### src/sv/cprd_div.sv
`timescale 1ns / 1ps
// ----------------------------------------------------------------------------
// cprd_div
// Pipelined restoring divider, one quotient bit per stage, with a sideband
// tag. The quotient must fit in QW bits.
// ----------------------------------------------------------------------------
module cprd_div #(
  parameter int NW = 32,
  parameter int DW = 16,
  parameter int QW = 16,
  parameter int TW = 1
) (
  input  logic          clk_i,
  input  logic          rst_ni,
  input  logic          en_i,
  input  logic          valid_i,
  input  logic [NW-1:0] num_i,
  input  logic [DW-1:0] den_i,
  input  logic [TW-1:0] tag_i,
  output logic          valid_o,
  output logic [QW-1:0] quo_o,
  output logic [TW-1:0] tag_o
);

  localparam int EW = (NW > DW + QW) ? NW : DW + QW;

  logic [EW-1:0] rem_q [1:QW];
  logic [DW-1:0] den_q [1:QW];
  logic [QW-1:0] quo_q [1:QW];
  logic [TW-1:0] tag_q [1:QW];
  logic          vld_q [1:QW];

  for (genvar s = 0; s < QW; s++) begin : g_stage
    logic [EW-1:0] src_rem;
    logic [DW-1:0] src_den;
    logic [QW-1:0] src_quo;
    logic [TW-1:0] src_tag;
    logic          src_vld;
    logic [EW-1:0] trial;
    logic          ge;

    if (s == 0) begin : g_first
      assign src_rem = EW'(num_i);
      assign src_den = den_i;
      assign src_quo = '0;
      assign src_tag = tag_i;
      assign src_vld = valid_i;
    end else begin : g_next
      assign src_rem = rem_q[s];
      assign src_den = den_q[s];
      assign src_quo = quo_q[s];
      assign src_tag = tag_q[s];
      assign src_vld = vld_q[s];
    end

    assign trial = EW'(src_den) << (QW - 1 - s);
    assign ge    = src_rem >= trial;

    always_ff @(posedge clk_i or negedge rst_ni) begin
      if (!rst_ni) begin
        vld_q[s+1] <= 1'b0;
      end else if (en_i) begin
        vld_q[s+1] <= src_vld;
      end
    end

    always_ff @(posedge clk_i) begin
      if (en_i) begin
        rem_q[s+1] <= ge ? src_rem - trial : src_rem;
        den_q[s+1] <= src_den;
        quo_q[s+1] <= src_quo | (QW'(ge) << (QW - 1 - s));
        tag_q[s+1] <= src_tag;
      end
    end
  end

  assign valid_o = vld_q[QW];
  assign quo_o   = quo_q[QW];
  assign tag_o   = tag_q[QW];

endmodule

### config.mk
export PLATFORM = sky130hd
export DESIGN_NAME = cprd_div
export DESIGN_NICKNAME = d
export VERILOG_FILES = /design/src/sv/cprd_div.sv
export SDC_FILE = /design/constraint.sdc
export NUM_CORES = 1
export LEC_CHECK = 0
export BUFFER_PORTS_ARGS = -buffer_cell sky130_fd_sc_hd__buf_2
export CAP_MARGIN = 20
export CELL_PAD_IN_SITES_DETAIL_PLACEMENT = 2
export CELL_PAD_IN_SITES_GLOBAL_PLACEMENT = 2
export CORE_AREA = 2 2 397 399
export CTS_CLUSTER_SIZE = 16
export DETAILED_ROUTE_END_ITERATION = 10
export DIE_AREA = 0 0 399 401
export PLACE_DENSITY = 0.57
export RECOVER_POWER = 50
export SLEW_MARGIN = 20
export SYNTH_ARGS = -nofsm -noshare
export SYNTH_HDL_FRONTEND = slang
export SYNTH_SLANG_ARGS = --single-unit
### constraint.sdc
create_clock -name clk_i -period 4.05 [get_ports clk_i]
set_input_delay 0.81 -clock clk_i [delete_from_list [all_inputs] [get_ports clk_i]]
set_output_delay 0.81 -clock clk_i [all_outputs]
set_load 0.01 [all_outputs]
-- Word-level counts from Yosys, hierarchy flattened
Memories as Yosys holds them, arrays and structs flattened.
Index checks and enable logic that the tools add are counted.
Widths: inputs -> output; s select.
- ROM bits: 0
- memories kept: 4
- register bits: 16
- output and inout bits: 18
- logic and storage cells: 85
- bits in writable memories: 1040
- latch bits: 0
- input port bits: 53
- memory list (name ; words ; width ; read ports ; clocked after Yosys merged registers in ; wr ports ; line ; RTL):
    rem_q ; 16 ; 32 ; 15 ; 0 ; 16 ; 27 ; logic [EW-1:0] rem_q [1:QW];
    den_q ; 16 ; 16 ; 15 ; 0 ; 16 ; 28 ; logic [DW-1:0] den_q [1:QW];
    quo_q ; 16 ; 16 ; 16 ; 0 ; 16 ; 29 ; logic [QW-1:0] quo_q [1:QW];
    tag_q ; 16 ; 1 ; 16 ; 0 ; 16 ; 30 ; logic [TW-1:0] tag_q [1:QW];
- eq/ne operators: 0
- bitwise gates (word level): 15
- div/mod/pow operators: 0
- shifts and indexed selects: 0
- add/subtract/negate cells: 16
- reductions and logical operators: 0
- $lt $le $gt $ge: 16
- $mul: 0
- muxes and demuxes: 18
- operators with widths (cell ; count):
    $mux 32 ; 16
    $ge 32x16->1 ; 1
    $ge 32x17->1 ; 1
    $ge 32x18->1 ; 1
    $ge 32x19->1 ; 1
    $ge 32x20->1 ; 1
    $ge 32x21->1 ; 1
    $ge 32x22->1 ; 1
    $ge 32x23->1 ; 1
    $ge 32x24->1 ; 1
    $ge 32x25->1 ; 1
    $ge 32x26->1 ; 1
    $ge 32x27->1 ; 1
    $ge 32x28->1 ; 1
    $ge 32x29->1 ; 1
    $ge 32x30->1 ; 1
    $ge 32x31->1 ; 1
    $sub 32x16->32 ; 1
    $sub 32x17->32 ; 1
    $sub 32x18->32 ; 1
    $sub 32x19->32 ; 1
    $sub 32x20->32 ; 1
    $sub 32x21->32 ; 1
    $sub 32x22->32 ; 1
    25 further kinds ; 26

-- Depth between registers and ports, before layout
An unclocked memory read counts as a cell.
- depth in word-level cells: 3
- depth in mapped cells: 13

-- Least setup slack after synthesis
Ideal clock, no wire load.
- kind: reg2reg
- start: register, netlist name rem_q[0][294]
- end: register, netlist name rem_q[0][350]
- required time: 3.784 ns
- slack: 0.835 ns
- clock period less this slack: 3.215 ns
- setup time: 0.266 ns
- arrival: 2.949 ns
- buffers on the path: 0
- cell stages (with the launch flop): 13
- path through: edfxtp_1 inv_1 ha_1 inv_1 fa_1 a211oi_1 o21ai_0 a2111oi_0 o21bai_1 or3b_2 or4b_1 nor3_1 xor2_1

==> reports/qor.csv <==
metric,value,unit
routed_wl,117000,um
fin_worst_skew,0.0799,ns
grt_util_all_layers,14.6,%
antenna_cells,0,
finalSetupViolCount,0,
dpl.hpwl,89400,um
fmax,261,MHz
fin_util,33.3,%
synth_area,44900,um^2
first_iter_violations,1021,
worst-path-max-fanout,3,
p_leak,19.5,nW
die_h,401,um
setup_tns,0,ns
port_buffers,70,
vias,28847,
critical_path.most_common_cell,inv_1,
hp-class,primary input to register,
fp.coreArea,156000,um^2
ys_ff_latch,888,
place_congestion,0.817,
grt_pass1_vias,32149,
die_w,399,um
antenna_found_initial,0,
cap_violations,1,
grt_overflow,0,
place_ws,-0.517,ns
cp.arrival,4.28,ns
grt_setup_unrepaired,false,
synth_edf_count,872,
htree_levels,3,
synth_ff_type,edfxtp_1,
ys_types,85,
final_common_cell,edfxtp_1,
first_pass_iters,5,
setup_ws,0.216,ns
cpPeakStageDelay,0.54,ns
nFillCells,16428,
crit_buf_inv,2,
power.total,34.6,mW
die_area,160000,um^2
clock_path_buffers,3,
syn_inst,3676,
syn2layout_area_growth,15.6,%
drv_slew,34,
worstSetupPathType,register to register,
async_reset_ff_share,1.80,%
cts.sinks,888,
nets,4192,
via_per_inst,4.79,
peakVddDrop,0.000399,V
ant_nets,0,
start_kind,register,
wl_per_cell,19.4,um
slowest_stage,or4b_1,
period_minus_slack,3.83,ns
crit_family,compound AO/OA/AOI/OAI gates,
violations,"max-capacitance violations, max-slew violations",
critical_path_required,4.49,ns
cts-root-buf,clkbuf_16,
status,finished with violations,
ys_seq_area_share,59.2,%
syn_area_per_cell,12.2,um^2
drive_gt1_share,9.95,%
io_pins,71,
numCtsBuffers,108,
fin_crit_sh,94.7,%
drc,0,
rows,145,
cts.clk_slew.worst_paths,0.06,ns
worst_pin_slew,3.08,ns
power_density,668,nW/um^2
maxSlewHeadroom,-105,%
start_util,28.8,%
grt_pass1_wl,184000,um
timing.final.hold_violations,0,
syn_nets,4000,
worst_setup_path_end_kind,register,
final_cell_mix,"edfxtp_1 (872), inv_1 (335), a21oi_1 (279)",
synth_warnings,0,
crit_chain,inv_1 > ha_1 > inv_1 > fa_1 > a211oi_1 > o21ai_1 > a2111oi_1 > o21bai_1 > or3b_2 > or4b_1 > nor3_1 > xor2_1,
insertion_delay,0.72,ns
grt_max_degree,121,
tritoncts,done,
==> flip-flops by register name, summed over array words and instances, names as in the netlist <==
signal and cells:
g_stage.src_vld 15, quo_q 136, tag_q 16, valid_o 1, rem_q 480, den_q 240
==> cell usage after synthesis, types with 23 or more instances <==
library cell / number / share of area [%]
nand2b_1: 40 / 0.56
nand2_1: 221 / 1.8
clkbuf_1: 48 / 0.40
ha_1: 256 / 7.1
nor2b_1: 43 / 0.60
a21oi_1: 281 / 3.1
nand3_1: 61 / 0.68
edfxtp_1: 872 / 58
a21o_1: 87 / 1.5
or3_1: 23 / 0.32
o21a_1: 35 / 0.59
nor4_1: 48 / 0.67
a211oi_1: 27 / 0.45
xor2_1: 151 / 2.9
nor2_1: 226 / 1.9
mux2_2: 71 / 1.8
nor3_1: 74 / 0.83
inv_1: 335 / 2.8
nand4_1: 33 / 0.46
o21ai_0: 197 / 2.2
xnor2_1: 152 / 3.0
==> repair_timing <==
item	CTS	global route
gates resized for setup	2	3
endpoints found under the hold margin	16	0
pin swaps	1	0
hold buffers	1	0
setup buffers	1	0
cloned	0	0
setup endpoints to repair	23	3
==> area by class of cell <==
| cell class | count | area, um^2 | area share [%] |
|---|---|---|---|
| repair buffers | 147 | 1080 | 2.09 |
| well taps | 2058 | 2570 | 4.96 |
| clock inverters | 67 | 721 | 1.39 |
| inverters | 337 | 1260 | 2.44 |
| multi-input cells | 2386 | 16800 | 32.4 |
| flip-flops and latches | 888 | 26600 | 51.2 |
| clock buffers | 135 | 2830 | 5.45 |
==> metal layers <==
metal  track usage [%]  vias to the layer above  wire length [um]
met2              29.0                      236             65000
li1                  -                    14005                 -
met3              2.00                      187              2440
met4              4.65                        0              3580
met5                 0                        -                 0
met1              15.6                    14419             45500
==> final timing paths <==
| kind | startpoint | endpoint | slack [ns] | cells after the start |
|---|---|---|---|---|
| min in group asynchronous | rst_ni | valid_o$_DFFE_PN0P_ | 0.72 | 2 |
| worst min register to register | den_q[0][119]$_DFFE_PP_ | den_q[0][135]$_DFFE_PP_ | 0.40 | 0 |
| max in group asynchronous | rst_ni | g_stage[10].src_vld$_DFFE_PN0P_ | 2.82 | 2 |
| worst max register to register | rem_q[0][294]$_DFFE_PP_ | rem_q[0][350]$_DFFE_PP_ | 0.22 | 12 |
| worst min-delay path | tag_i | tag_q[1]$_DFFE_PP_ | 0.28 | 1 |
| worst max-delay path | rem_q[0][294]$_DFFE_PP_ | rem_q[0][350]$_DFFE_PP_ | 0.22 | 12 |
==> report_power, final <==
group          switching (mW)  total (mW)  internal, mW
Combinational            6.32        11.1          4.74
Sequential               1.25        13.9          12.7
Clock                    3.99        9.64          5.65
Total                    11.6        34.6          23.1
==> logic make-up after synthesis <==
group,count (synthesis),synth area share (%)
simple gates,906,10.2
xor+xnor,303,5.91
flops,888,59.2
mux,75,1.87
buf+inv,402,3.40
compound gates,831,11.6
fa+ha+maj,271,7.80
==> per-stage QoR <==
step	hold slack [ns]	cells	cell area [um^2]
detailed placement	0.405	5814	48400
global route	0.210	6018	51900
finish	0.279	6018	51900
CTS	0.197	6018	52000
floorplan	0.400	3676	44900
global placement	0.400	5814	48400
==> worst register-to-register path, cell delays in order (launching register included) <==
cell	delay, ns
edfxtp_1	0.36
inv_1	0.10
ha_1	0.20
inv_1	0.06
fa_1	0.44
a211oi_1	0.37
o21ai_1	0.21
a2111oi_1	0.46
o21bai_1	0.26
or3b_2	0.25
or4b_1	0.54
nor3_1	0.22
xor2_1	0.09
No activity file was read; power rests on OpenSTA's default activity.
