===== src/sv/cprd_pkg.sv =====
`timescale 1ns / 1ps
// ----------------------------------------------------------------------------
// cprd_pkg
// Shared types and fixed widths of the primary ray direction pipeline.
// ----------------------------------------------------------------------------
package cprd_pkg;

  localparam int DIM_W      = 13;
  localparam int TAN_W      = 24;
  localparam int AXIS_W     = 16;
  localparam int AXES_W     = 3 * AXIS_W;
  localparam int POS_W      = 16;
  localparam int OUT_W      = 16;
  localparam int NORM_W     = 30;
  localparam int ANGLE_FRAC = 16;
  localparam int CFG_IDX_W  = 3;

  typedef enum logic [CFG_IDX_W-1:0] {
    CFG_IMAGE_WIDTH    = 3'd0,
    CFG_IMAGE_HEIGHT   = 3'd1,
    CFG_TAN_HALF_FOV_X = 3'd2,
    CFG_TAN_HALF_FOV_Y = 3'd3,
    CFG_RIGHT_AXIS     = 3'd4,
    CFG_UP_AXIS        = 3'd5,
    CFG_BACK_AXIS      = 3'd6
  } cfg_idx_e;

  typedef struct packed {
    logic                          zero;
    logic [2:0]                    neg;
    logic [2:0][NORM_W-1:0]        mag;
  } root_tag_t;

  typedef struct packed {
    logic zero;
    logic neg;
  } comp_tag_t;

endpackage


===== src/sv/cprd_norm.sv =====
`timescale 1ns / 1ps
// ----------------------------------------------------------------------------
// cprd_norm
// Common left normalization of three magnitudes, one power-of-two shift per
// stage, leaving the top NORM_W bits of each.
// ----------------------------------------------------------------------------
module cprd_norm
  import cprd_pkg::*;
#(
  parameter int W  = 48,
  parameter int TW = 3
) (
  input  logic                   clk_i,
  input  logic                   rst_ni,
  input  logic                   en_i,
  input  logic                   valid_i,
  input  logic [2:0][W-1:0]      mag_i,
  input  logic [TW-1:0]          tag_i,
  output logic                   valid_o,
  output logic [2:0][NORM_W-1:0] mag_o,
  output logic                   zero_o,
  output logic [TW-1:0]          tag_o
);

  localparam int NS = $clog2(W);

  logic [2:0][W-1:0] mag_q [1:NS];
  logic [TW-1:0]     tag_q [1:NS];
  logic              vld_q [1:NS];
  logic [W-1:0]      fin_or;

  for (genvar s = 0; s < NS; s++) begin : g_stage
    localparam int SH = 1 << (NS - 1 - s);
    logic [2:0][W-1:0] src_mag;
    logic [TW-1:0]     src_tag;
    logic              src_vld;
    logic [W-1:0]      orw;
    logic              shift;

    if (s == 0) begin : g_first
      assign src_mag = mag_i;
      assign src_tag = tag_i;
      assign src_vld = valid_i;
    end else begin : g_next
      assign src_mag = mag_q[s];
      assign src_tag = tag_q[s];
      assign src_vld = vld_q[s];
    end

    assign orw   = src_mag[0] | src_mag[1] | src_mag[2];
    assign shift = orw[W-1 -: SH] == '0;

    always_ff @(posedge clk_i or negedge rst_ni) begin
      if (!rst_ni) begin
        vld_q[s+1] <= 1'b0;
      end else if (en_i) begin
        vld_q[s+1] <= src_vld;
      end
    end

    always_ff @(posedge clk_i) begin
      if (en_i) begin
        for (int k = 0; k < 3; k++) begin
          mag_q[s+1][k] <= shift ? src_mag[k] << SH : src_mag[k];
        end
        tag_q[s+1] <= src_tag;
      end
    end
  end

  assign fin_or  = mag_q[NS][0] | mag_q[NS][1] | mag_q[NS][2];
  assign zero_o  = fin_or == '0;
  assign valid_o = vld_q[NS];
  assign tag_o   = tag_q[NS];

  for (genvar k = 0; k < 3; k++) begin : g_out
    assign mag_o[k] = mag_q[NS][k][W-1 -: NORM_W];
  end

endmodule


===== config.mk =====
export PLATFORM = sky130hd
export DESIGN_NAME = cprd_norm
export DESIGN_NICKNAME = d
export VERILOG_FILES = /design/src/sv/cprd_pkg.sv /design/src/sv/cprd_norm.sv
export SDC_FILE = /design/constraint.sdc
export NUM_CORES = 1
export LEC_CHECK = 0
export BUFFER_PORTS_ARGS = -buffer_cell sky130_fd_sc_hd__buf_2
export CORE_MARGIN = 4
export CORE_UTILIZATION = 55
export CTS_BUF_LIST = sky130_fd_sc_hd__clkbuf_8
export CTS_CLUSTER_DIAMETER = 60
export DETAILED_ROUTE_END_ITERATION = 6
export PLACE_DENSITY = 0.7
export SETUP_SLACK_MARGIN = 0.2
export SLEW_MARGIN = 20
export SYNTH_ARGS = -nofsm -noshare
export SYNTH_HDL_FRONTEND = slang
export SYNTH_SLANG_ARGS = --single-unit

===== constraint.sdc =====
create_clock -name clk_i -period 3.8 [get_ports clk_i]
set_input_delay 0.19 -clock clk_i [delete_from_list [all_inputs] [get_ports clk_i]]
set_output_delay 0.19 -clock clk_i [all_outputs]
set_load 0.01 [all_outputs]

; ---- Yosys cells after proc, flatten, opt, wreduce, memory -nomap -nowiden
; Memory sizes are Yosys's and may differ from the RTL's.
; Index checks and enable logic that the tools add are counted.
[totals]
ramBits = 882
in_bits = 151
reg_bits = 6
output_inout_bits = 95
mem_count = 2
[op_classes]
n_reduce_logical = 6
n_bitwise = 14
mux = 20
[memory_table]
columns = name, depth, width, rd, rd_ports_with_merged_regs, write_ports, line_no
row1 = mag_q, 6, 144, 6, 0, 6, cprd_norm.sv:27  ; logic [2:0][W-1:0] mag_q [1:NS];
row2 = tag_q, 6, 3, 6, 0, 6, cprd_norm.sv:28  ; logic [TW-1:0] tag_q [1:NS];
[op_table]
columns = cell, count
row1 = 2-to-1 mux 48 bit, 18
row2 = bitwise OR 48 bit, 14
row3 = logical NOT 48 bit, 1
row4 = logical NOT 32 bit, 1
row5 = logical NOT 16 bit, 1
row6 = logical NOT 8 bit, 1
row7 = logical NOT 4 bit, 1
row8 = logical NOT 2 bit, 1
row9 = 2-to-1 mux 1 bit, 2

; ---- Logic depth before layout (Yosys ltp)
[depth]
word_depth = 4
mapped_depth = 6
mapped_depth_nobuf = 4

; ---- Worst setup path before layout
; Ideal clock, no wire load.
[synth_timing]
path_kind = register to register
from = reg mag_q[1][46] (netlist name)
to = reg mag_q[1][277] (netlist name)
synth_period_minus_slack_ns = 2.043
path_slack_ns = 1.757
n_path_buf = 2
arrival_ns = 1.781
t_required_ns = 3.538
path_stages_with_launch = 7
path_cell_list = edfxtp_1 nor4_1 nand4_1 nor3_2 buf_4 buf_4 mux2_1

==> results.cfg <==
[grt]
antenna_found_initial = 1
grt_pass1_wl_um = 129800
gr-total-overflow = 0
grt_max_degree = 144
grt_use_total_pct = 24.81
grt_pass1_vias = 20180

[logic_synthesis]
synth_cell_type_count = 25
synthAdderAreaFrac_pct = 0
synth-simple-area-share_pct = 7.617
synth_nets = 2492
synth_area_leader_cell = edfxtp_1
synth-seq-cells = 888
yosysWarnings = 0
synth.top_cell.area_share_pct = 71.76
synth_top_family_by_area = multiplexers
synth_compound_area_share_pct = 4.014
avgSynthCellArea_um2 = 15.77
ys_seq_area_share_pct = 72.17
synthTopCellsByArea = edfxtp_1 72%, mux2_2 11%, nand2_1 4.0%
syn_inst = 2341
syn-cell-area_mm2 = 0.03691
yosys-mux-area-fraction_pct = 12.45
synth-xor-area-share_pct = 0

[setup_path]
path_cells = nor4_1 -> nand4_1 -> or4_1 -> nor3_1 -> buf_2
timing.rr.end = mag_q[1][72]$_DFFE_PP_
critPathSlowestCell = or4_1
rr_worst_depth = 5
slowest_delay_ns = 0.62
worstPathRequired_ns = 3.61
r2r-start = mag_q[0][236]$_DFFE_PP_
reg2reg_slack_ns = 0.98
crit_path_max_fanout = 1
arrival_ns = 2.91
endpoint_kind = primary output
critPathLaunchType = register
worstSetupPathType = register to primary output

[cells_and_area]
final_layout_size_suffix_gt1_share_pct = 31.74
syn_to_final_growth_pct = 16.27
finalNetCount = 2863
fillers = 4689
final_common_cell = edfxtp_1
layout.cells.most_common_list = 882 x edfxtp_1, 397 x nand2_1, 375 x mux2_2

[place]
dp_slack_ns = 1.039
dp_hpwl_um = 63300
io_buffers = 245
gp_congestion = 0.9785

[outcome]
outcome = complete, no violations

[clock_network]
cts_tree = yes
postCtsResizedCells = 0
hold_buffers = 195
cts_setup_buffers = 0
htree_num_levels = 4
clk_path_buf_depth = 3
numCtsBuffers = 140
clk_pin_slew_worst_paths_ns = 0.06
clockRootBuffer = clkbuf_8
cts.sinks = 888
insertion_delay_ns = 0.78

[power_and_ir_drop]
peakVddDrop_uv = 310.8
p_seq_share_pct = 58.0
pwr-share-clk_pct = 35.7
p_sw_uw = 4778
power.density_mw_per_mm2 = 483.8
switching_share_pct = 23.01
power_uw = 20760
pwr-share-comb_pct = 6.3
p_int_uw = 15990
p_leak_uw = 0.01599

[run]
cap_violations = 0

[sta]
tns_ns = 0
hold_violations = 0
period_share_pct = 81.56
setup-violations-final = 0
fmax_mhz = 322.7
finClkSkew_ns = 0.03040
tightest_slew_ns = 0.9295
setup_slack_ns = 0.7008
period_minus_slack_ns = 3.099
rsz0062_at_grt = no
maxSlewHeadroom_pct = 38.03
slew_violations = 0

[die]
die_h_um = 267.1
ioPinCount = 246
start_util_pct = 55.84
core_area_mm2 = 0.06610
die_area_mm2 = 0.07132
num_rows = 94
die_width_um = 267.1

[route]
vias = 20290
wl_per_cell_um = 23.86
avgViaCountPerCell = 5.507
drt_iter0_drc = 2174
drt_pre_antenna_iters = 7
postRouteAntennaNets = 0
finalWirelength_um = 87910
drcViolationCount = 0

[hold_path]
hold_class = primary input to register
hold_depth = 2
hold_path_end = tag_q[0][3]$_DFFE_PP_
min_from = tag_i[0]
## per-layer routing
metal  vias up  track usage, %  part of all wire [%]
met1      9833           35.85                    44
met3       147           4.685                   6.1
li1       9438               -                     -
met2       874           37.72                    46
met4         0           10.22                   3.9
met5         -               0                     0
## worst max path at each step
stage                                 start                      end  slack (ns)  depth (start not counted)
finish               mag_q[3][15]$_DFFE_PP_                   zero_o        0.70                          5
global route        mag_q[3][114]$_DFFE_PP_                   zero_o        0.45                          5
floorplan            mag_q[1][46]$_DFFE_PP_  mag_q[1][277]$_DFFE_PP_        1.76                          6
CTS                  mag_q[3][15]$_DFFE_PP_                   zero_o        0.52                          5
detailed placement  mag_q[0][236]$_DFFE_PP_   mag_q[1][68]$_DFFE_PP_        1.04                          5
global placement    mag_q[0][236]$_DFFE_PP_   mag_q[1][70]$_DFFE_PP_        1.10                          5
## state kept, by name, summed over array words and instances, names as in the netlist
| signal | flops |
|---|---|
| mag_q | 864 |
| tag_q | 18 |
| valid_o | 1 |
| g_stage.src_vld | 5 |
## synthesized netlist by cell type
cell type and instances:
nor2_1 6, dfrtp_1 6, and2_1 6, nor2_2 1, and3_1 1, mux2_2 375
nor3_2 3, nor4_4 1, a21o_1 92, clkbuf_1 105, mux2_1 33, nor3_1 3
nand3_1 2, edfxtp_1 882, buf_2 40, a41o_1 1, a31o_2 48, nor2b_1 87
nor4_1 79, nand2_1 397, buf_6 3, or4_1 2, buf_4 101, a21boi_0 48
nand4_1 19
## worst max-delay path: cells and delay by family (launching register included)
kind / cells / cell delay (ns)
buffers and inverters: 1 / 0.16
DFF: 1 / 0.38
and+or+nand+nor: 4 / 1.58
## power groups by stage
stage	Clock, µW	Sequential, µW	Combinational [µW]
global route	8090	12100	1420
finish	7420	12000	1310
CTS	7570	12000	1310
global placement	0	12200	1130
floorplan	0	12000	649
detailed placement	0	12200	1140
## logic make-up after synthesis
family,after synthesis
flip-flops,888
AND/OR/NAND/NOR,607
multiplexers,408
buffers and inverters,249
AO/OA/AOI/OAI,189
## per-stage QoR
step	cells	hold WS [ns]	area, µm²	util, %
after global placement	3239	0.008504	38410	58.11
after CTS	3684	0.05855	42910	64.92
after detailed placement	3239	0.02096	38410	58.11
after floorplan	2341	-0.1056	36910	-
after global routing	3685	0.08675	42910	64.93
final	3685	0.1386	42910	64.93
## layout make-up
type                    instances  area [µm²]  area share (%)
flip-flops and latches        888       26640           62.07
multi-input cells            1204        8936           20.82
repair buffers                478        3711           8.647
clock buffers                 141        1941           4.522
well taps                     864        1081           2.519
clock inverters               109       608.1           1.417
diodes                          1       2.502        0.005831
No activity file was read; power rests on OpenSTA's default activity.
