<file path="src/sv/cprd_isqrt.sv">
`timescale 1ns / 1ps
// ----------------------------------------------------------------------------
// cprd_isqrt
// Pipelined integer square root, one root bit per stage, with a sideband tag.
// ----------------------------------------------------------------------------
module cprd_isqrt #(
  parameter int IW = 62,
  parameter int TW = 1
) (
  input  logic            clk_i,
  input  logic            rst_ni,
  input  logic            en_i,
  input  logic            valid_i,
  input  logic [IW-1:0]   rad_i,
  input  logic [TW-1:0]   tag_i,
  output logic            valid_o,
  output logic [IW/2-1:0] root_o,
  output logic [TW-1:0]   tag_o
);

  localparam int NB = IW / 2;
  localparam int VW = IW + 1;

  logic [VW-1:0] v_q   [1:NB];
  logic [VW-1:0] res_q [1:NB];
  logic [TW-1:0] tag_q [1:NB];
  logic          vld_q [1:NB];

  for (genvar s = 0; s < NB; s++) begin : g_stage
    logic [VW-1:0] src_v;
    logic [VW-1:0] src_res;
    logic [TW-1:0] src_tag;
    logic          src_vld;
    logic [VW-1:0] bitv;
    logic [VW-1:0] sum;
    logic          ge;

    if (s == 0) begin : g_first
      assign src_v   = VW'(rad_i);
      assign src_res = '0;
      assign src_tag = tag_i;
      assign src_vld = valid_i;
    end else begin : g_next
      assign src_v   = v_q[s];
      assign src_res = res_q[s];
      assign src_tag = tag_q[s];
      assign src_vld = vld_q[s];
    end

    assign bitv = VW'(1) << (IW - 2 - 2 * s);
    assign sum  = src_res + bitv;
    assign ge   = src_v >= sum;

    always_ff @(posedge clk_i or negedge rst_ni) begin
      if (!rst_ni) begin
        vld_q[s+1] <= 1'b0;
      end else if (en_i) begin
        vld_q[s+1] <= src_vld;
      end
    end

    always_ff @(posedge clk_i) begin
      if (en_i) begin
        v_q[s+1]   <= ge ? src_v - sum : src_v;
        res_q[s+1] <= ge ? (src_res >> 1) + bitv : src_res >> 1;
        tag_q[s+1] <= src_tag;
      end
    end
  end

  assign valid_o = vld_q[NB];
  assign root_o  = res_q[NB][NB-1:0];
  assign tag_o   = tag_q[NB];

endmodule

</file>
<file path="config.mk">
export PLATFORM = sky130hd
export DESIGN_NAME = cprd_isqrt
export DESIGN_NICKNAME = d
export VERILOG_FILES = /design/src/sv/cprd_isqrt.sv
export SDC_FILE = /design/constraint.sdc
export NUM_CORES = 2
export LEC_CHECK = 0
export BUFFER_PORTS_ARGS = -buffer_cell sky130_fd_sc_hd__buf_2
export CAP_MARGIN = 20
export CORE_ASPECT_RATIO = 1.5
export CORE_MARGIN = 2
export CORE_UTILIZATION = 40
export CTS_BUF_LIST = sky130_fd_sc_hd__clkbuf_4
export CTS_CLUSTER_SIZE = 28
export DETAILED_ROUTE_END_ITERATION = 12
export GPL_ROUTABILITY_DRIVEN = 0
export SLEW_MARGIN = 15
export SYNTH_ARGS = -nofsm -noshare
export SYNTH_HDL_FRONTEND = slang
export SYNTH_SLANG_ARGS = --single-unit
export TNS_END_PERCENT = 20
</file>
<file path="constraint.sdc">
create_clock -name clk_i -period 8.7 [get_ports clk_i]
set_input_delay 0.435 -clock clk_i [delete_from_list [all_inputs] [get_ports clk_i]]
set_output_delay 0.435 -clock clk_i [all_outputs]
set_load 0.03 [all_outputs]
</file>
=== Word-level counts from Yosys, hierarchy flattened ===
Memory sizes are Yosys's and may differ from the RTL's.
Index checks and enable logic that the tools add are counted.

* Divide/modulo/power cells: 0
* Bitwise gates (word level): 0
* Multiply operators: 0
* Shift-type cells: 0
* Order comparisons: 31
* Add/subtract/negate cells: 91
* Equal/unequal tests: 0
* Multiplexer cells: 64
* Reductions and logical operators: 0

{| class="wikitable"
|+ Operators by type and width
! kind !! count
|-
| 63-bit two-way mux || 61
|-
| 63-bit greater-or-equal comparator || 30
|-
| 63-bit subtractor || 30
|-
| 62-bit by 1-bit adder with 63-bit output (second input constant) || 1
|-
| 62-bit by 11-bit adder with 63-bit output (second input constant) || 1
|-
| 62-bit by 13-bit adder with 63-bit output (second input constant) || 1
|-
| 62-bit by 15-bit adder with 63-bit output (second input constant) || 1
|-
| 62-bit by 17-bit adder with 63-bit output (second input constant) || 1
|-
| 62-bit by 19-bit adder with 63-bit output (second input constant) || 1
|-
| 62-bit by 21-bit adder with 63-bit output (second input constant) || 1
|-
| 62-bit by 23-bit adder with 63-bit output (second input constant) || 1
|-
| 62-bit by 25-bit adder with 63-bit output (second input constant) || 1
|-
| 62-bit by 27-bit adder with 63-bit output (second input constant) || 1
|-
| 62-bit by 29-bit adder with 63-bit output (second input constant) || 1
|-
| 62-bit by 3-bit adder with 63-bit output (second input constant) || 1
|-
| 62-bit by 31-bit adder with 63-bit output (second input constant) || 1
|-
| 62-bit by 33-bit adder with 63-bit output (second input constant) || 1
|-
| 62-bit by 35-bit adder with 63-bit output (second input constant) || 1
|-
| 62-bit by 37-bit adder with 63-bit output (second input constant) || 1
|-
| 62-bit by 39-bit adder with 63-bit output (second input constant) || 1
|-
| 62-bit by 41-bit adder with 63-bit output (second input constant) || 1
|-
| 62-bit by 43-bit adder with 63-bit output (second input constant) || 1
|-
| 62-bit by 45-bit adder with 63-bit output (second input constant) || 1
|-
| 62-bit by 47-bit adder with 63-bit output (second input constant) || 1
|-
| 43 further kinds || 44
|}

* Bits in latches: 0
* Output and inout bits: 33
* Memories kept: 3
* Bits in read-only memories: 0
* Memory bits (writable): 3937
* Bits in registers: 31
* Bits of input ports: 67
* Logic and storage cells: 220

{| class="wikitable"
|+ Memories
! name !! depth !! width !! rd ports !! clocked after memory_dff !! wr ports !! line !! RTL
|-
| res_q || 31 || 63 || 31 || 0 || 31 || 25 || <nowiki>logic [VW-1:0] res_q [1:NB];</nowiki>
|-
| v_q || 31 || 63 || 30 || 0 || 31 || 24 || <nowiki>logic [VW-1:0] v_q [1:NB];</nowiki>
|-
| tag_q || 31 || 1 || 31 || 0 || 31 || 26 || <nowiki>logic [TW-1:0] tag_q [1:NB];</nowiki>
|}

=== Logic depth before layout (Yosys ltp) ===
An unclocked memory read counts as a cell.

* Depth in word-level cells: 4
* Depth in mapped cells: 14
* Mapped depth without buffers: 12

=== Worst setup path before layout ===
No wires, ideal clock.

* Path type: register to register
* From: reg v_q[2][479] (netlist name)
* To: reg v_q[3][29] (netlist name)
* Required time: 8440 ps
* Arrival time: 3066 ps
* Setup time: 260 ps
* Path buffers: 3
* Clock period less this slack: 3326 ps
* Stages on the path, launching flop included: 12
* Path slack: 5374 ps
* Path through: edfxtp_1 ha_1 a21o_1 nor4_1 nand2_1 or3_1 clkbuf_1 a2111o_1 a211o_1 buf_2 buf_1 mux2_2

==> results.ini <==
[detailed_routing]
ant_nets=0
drt-pass1-iter-count=6
first_iter_violations=4808
wirelength_um=322200
wl_per_cell_um=22.68
via_per_inst=5.454
dr_total_vias=77470
drc=0

[timing]
timing.slew.headroom_pct=-0.07442
setup_viol=0
fin_setup_tns_ns=0
final.setup.worst_slack_ns=3.645
period_minus_slack_ns=5.055
max_freq_mhz=197.8
drv_slew=2
min_period_over_period_pct=58.11
rsz0062_at_grt=no
hold_viol=0
clock_skew_ns=0.1812
worst_pin_slew_ns=1.501

[grt]
grt_pass1_wl_um=475900
top_usage_layer=met2
grt.overflow.total=0
grtUsageTotal_pct=21.38
grt_pass1_vias=80680
met2_usage_pct=43.61
met3_usage_pct=4.128
grt_max_degree=223
antenna_found_initial=27
globalRouteMet1Util_pct=15.66

[cts]
cts.htree.levels=6
clock-root-buffer=clkbuf_4
clkTransAtPathRegs_ns=0.07
clock_latency_ns=1.38
post_cts_resized=0
clk_path_buf_depth=4
tritoncts=yes
post_cts_buffers=0
cts.sinks=2448
cts_made_buffers=586

[worst_setup_path]
crit_type=reg2reg
worstRegToRegCells=10
crit_fanout=31
reg2reg_setup_slack_ns=3.64
r2r-end=v_q[3][369]
crit_path_start=v_q[3][286]
crit_path_start_kind=flop
cp.required_ns=9.76
cp-end-kind=flop
rr_startpoint=v_q[3][286]
worstPathArrival_ns=6.11

[flow_run]
maxCapViolations=1

[final_layout]
instances_no_fill=14210
final_nets=10560
area_growth_pct=12.07
final_area_um2=131300
multi_input_area_um2=40740
fillerInstances=26060
final-seq-area_um2=73360
drive_above_1_share_pct=12.43

[pwr]
power.leakage_nw=49.36
p_comb_share_pct=22.4
peakVddDrop_mv=0.1730
p_seq_share_pct=49.0
p_sw_mw=10.31
p_total_mw=32.99
power_density_nw_per_um2=251.3
p_int_mw=22.68
switching_share_pct=31.24
p_clk_share_pct=28.6

[floorplanning]
core_um2=291600
fp.dieW_um=445.8
die_h_um=666.7
dieArea_um2=297200
start_util_pct=40.17
ios=100
num_rows=243

[yosys]
yosysWarnings=0
synth_enable_flop_cells=2417
ys_seq_area_share_pct=62.63
synthCells=9263
synthArstFlopShare_pct=1.266
yosysUniqueCellTypes=96
syn_area_um2=117100
ys_ff_latch=2448
synth.avg_cell_area_um2=12.64
ys.flop_type=edfxtp_1
synth_nets=9855

[min_path]
worst_hold_path_type=in2reg
min_path_cells=6
min_to=v_q[0][125]
hold_start=rad_i[50]

[placed_design]
portBuffers=99
place_area_um2=122400
hpwl_um=242100
dp_worst_setup_slack_ns=3.825
place_inst=13040

[outcome]
outcome=finished with violations
failed_checks=max-capacitance violations, max-slew violations

[layout by cell type, fill, tap and decap left out, types with 45 or more instances in the layout]
| cell | Yosys | final |
|---|---|---|
| edfxtp_1 | 2417 | 2417 |
| clkbuf_4 | 0 | 802 |
| nor2_1 | 676 | 676 |
| inv_1 | 638 | 638 |
| a21oi_1 | 579 | 578 |
| ha_1 | 525 | 525 |
| nand2_1 | 499 | 498 |
| xnor2_1 | 477 | 477 |
| xor2_1 | 378 | 377 |
| o21ai_0 | 376 | 376 |
| nor4_1 | 337 | 331 |
| nor3_1 | 264 | 262 |
| a21o_1 | 198 | 198 |
| nand4_1 | 161 | 161 |
| nand3_1 | 158 | 158 |
| mux2_2 | 137 | 137 |
| dlygate4sd3_1 | 0 | 133 |
| nand2b_1 | 115 | 115 |
| or3_1 | 114 | 114 |
| clkinv_1 | 1 | 103 |
| buf_2 | 18 | 101 |
| o21a_1 | 86 | 86 |
| nor2b_1 | 73 | 73 |
| or4_1 | 60 | 60 |
| buf_4 | 1 | 59 |
| and3_1 | 55 | 55 |
| nor4b_1 | 45 | 45 |
| a31oi_1 | 45 | 45 |
[timing repair]
action,in CTS,in global routing
hold buffers,134,0
endpoints found under the hold margin,218,0
setup endpoints to repair,0,0
[cells in the mapped netlist, types with 23 or more instances]
library cell / number / area (µm²)
nand4_1: 161 / 1007
nor3b_1: 25 / 187.7
and3_1: 55 / 344.1
o21ai_0: 376 / 1882
nand3_1: 158 / 790.8
xnor2_1: 477 / 4178
ha_1: 525 / 6569
o21a_1: 86 / 645.6
nand2b_1: 115 / 719.4
nor2b_1: 73 / 456.7
clkbuf_1: 147 / 551.8
or4_1: 60 / 450.4
o211ai_1: 34 / 255.2
or3_1: 114 / 713.2
a31oi_1: 45 / 281.5
a21o_1: 198 / 1486
nor4_1: 337 / 2108
nand3b_1: 42 / 315.3
nor3_1: 264 / 1321
inv_1: 638 / 2395
or2_2: 39 / 244.0
xor2_1: 378 / 3311
nor4b_1: 45 / 394.1
nand2_1: 499 / 1873
dfrtp_1: 31 / 775.7
nand4b_1: 23 / 201.4
o21bai_1: 44 / 330.3
and2_1: 33 / 206.5
nor2_1: 676 / 2537
mux2_2: 137 / 1543
a21boi_0: 23 / 172.7
a21oi_1: 579 / 2898
o31ai_1: 32 / 240.2
a211oi_1: 42 / 315.3
edfxtp_1: 2417 / 72580
[flip-flops by register name, summed over array words and instances, names as in the netlist]
signal           count
v_q               1890
g_stage.src_vld     30
res_q              496
valid_o              1
tag_q               31
[how the worst max path moves through the flow]
stage	depth (start not counted)	slack (ns)	to
after floorplan	11	5.37	v_q[3][29]
after global placement	9	3.53	v_q[3][302]
after detailed placement	10	3.83	v_q[3][185]
after CTS	10	3.76	v_q[3][369]
after global routing	13	3.50	v_q[3][369]
final	10	3.64	v_q[3][369]
[cell type report]
class | count | share of cell area [%]
clock inverters | 180 | 1.007
inverters | 643 | 1.839
multi-input cells | 5986 | 31.04
clock buffers | 802 | 4.587
well taps | 3797 | 3.620
diodes | 42 | 0.08008
repair buffers | 307 | 1.938
flip-flops and latches | 2448 | 55.89
[per-stage QoR]
step	util [%]	hold slack, ns
2_1_floorplan	-	0.1394
3_3_place_gp	41.96	0.4005
3_5_place_dp	41.97	0.4052
4_1_cts	44.96	0.03018
5_1_grt	45.01	0.1112
6_report	45.01	0.1867
[worst max-delay path, cell delays in order (launching register included)]
cell      delay [ns]
edfxtp_1        0.48
or3_1           0.74
nor4_2          0.65
nand4_1         0.60
o21ai_1         0.60
a21oi_2         0.14
buf_4           0.26
inv_1           0.31
buf_4           0.43
nand3_1         0.24
o31ai_1         0.26
[power by group through the flow]
stage,sequential (mW),clock [mW],combinational [mW]
final,16.2,9.43,7.40
after CTS,16.1,9.73,7.24
after global routing,16.3,10.3,8.08
after global placement,16.3,0,6.97
after detailed placement,16.4,0,7.16
after floorplan,15.8,0,5.09
[logic make-up after synthesis]
kind of cell             Yosys count  synth area share (%)
adder cells (fa/ha/maj)          525                 5.609
multiplexers                     146                 1.394
XOR/XNOR                         855                 6.394
flip-flops                      2448                 62.63
AO/OA/AOI/OAI                   1670                 8.852
buffers and inverters            829                 2.693
AND/OR/NAND/NOR                 2790                 12.43
[routing by layer]
metal  share of wire (%)  up-vias
li1                    -    36570
met1                  28    37300
met2                  57     2409
met3                 4.1     1175
met4                  11       16
met5               0.036        -
(Power assumes the default switching activity.)
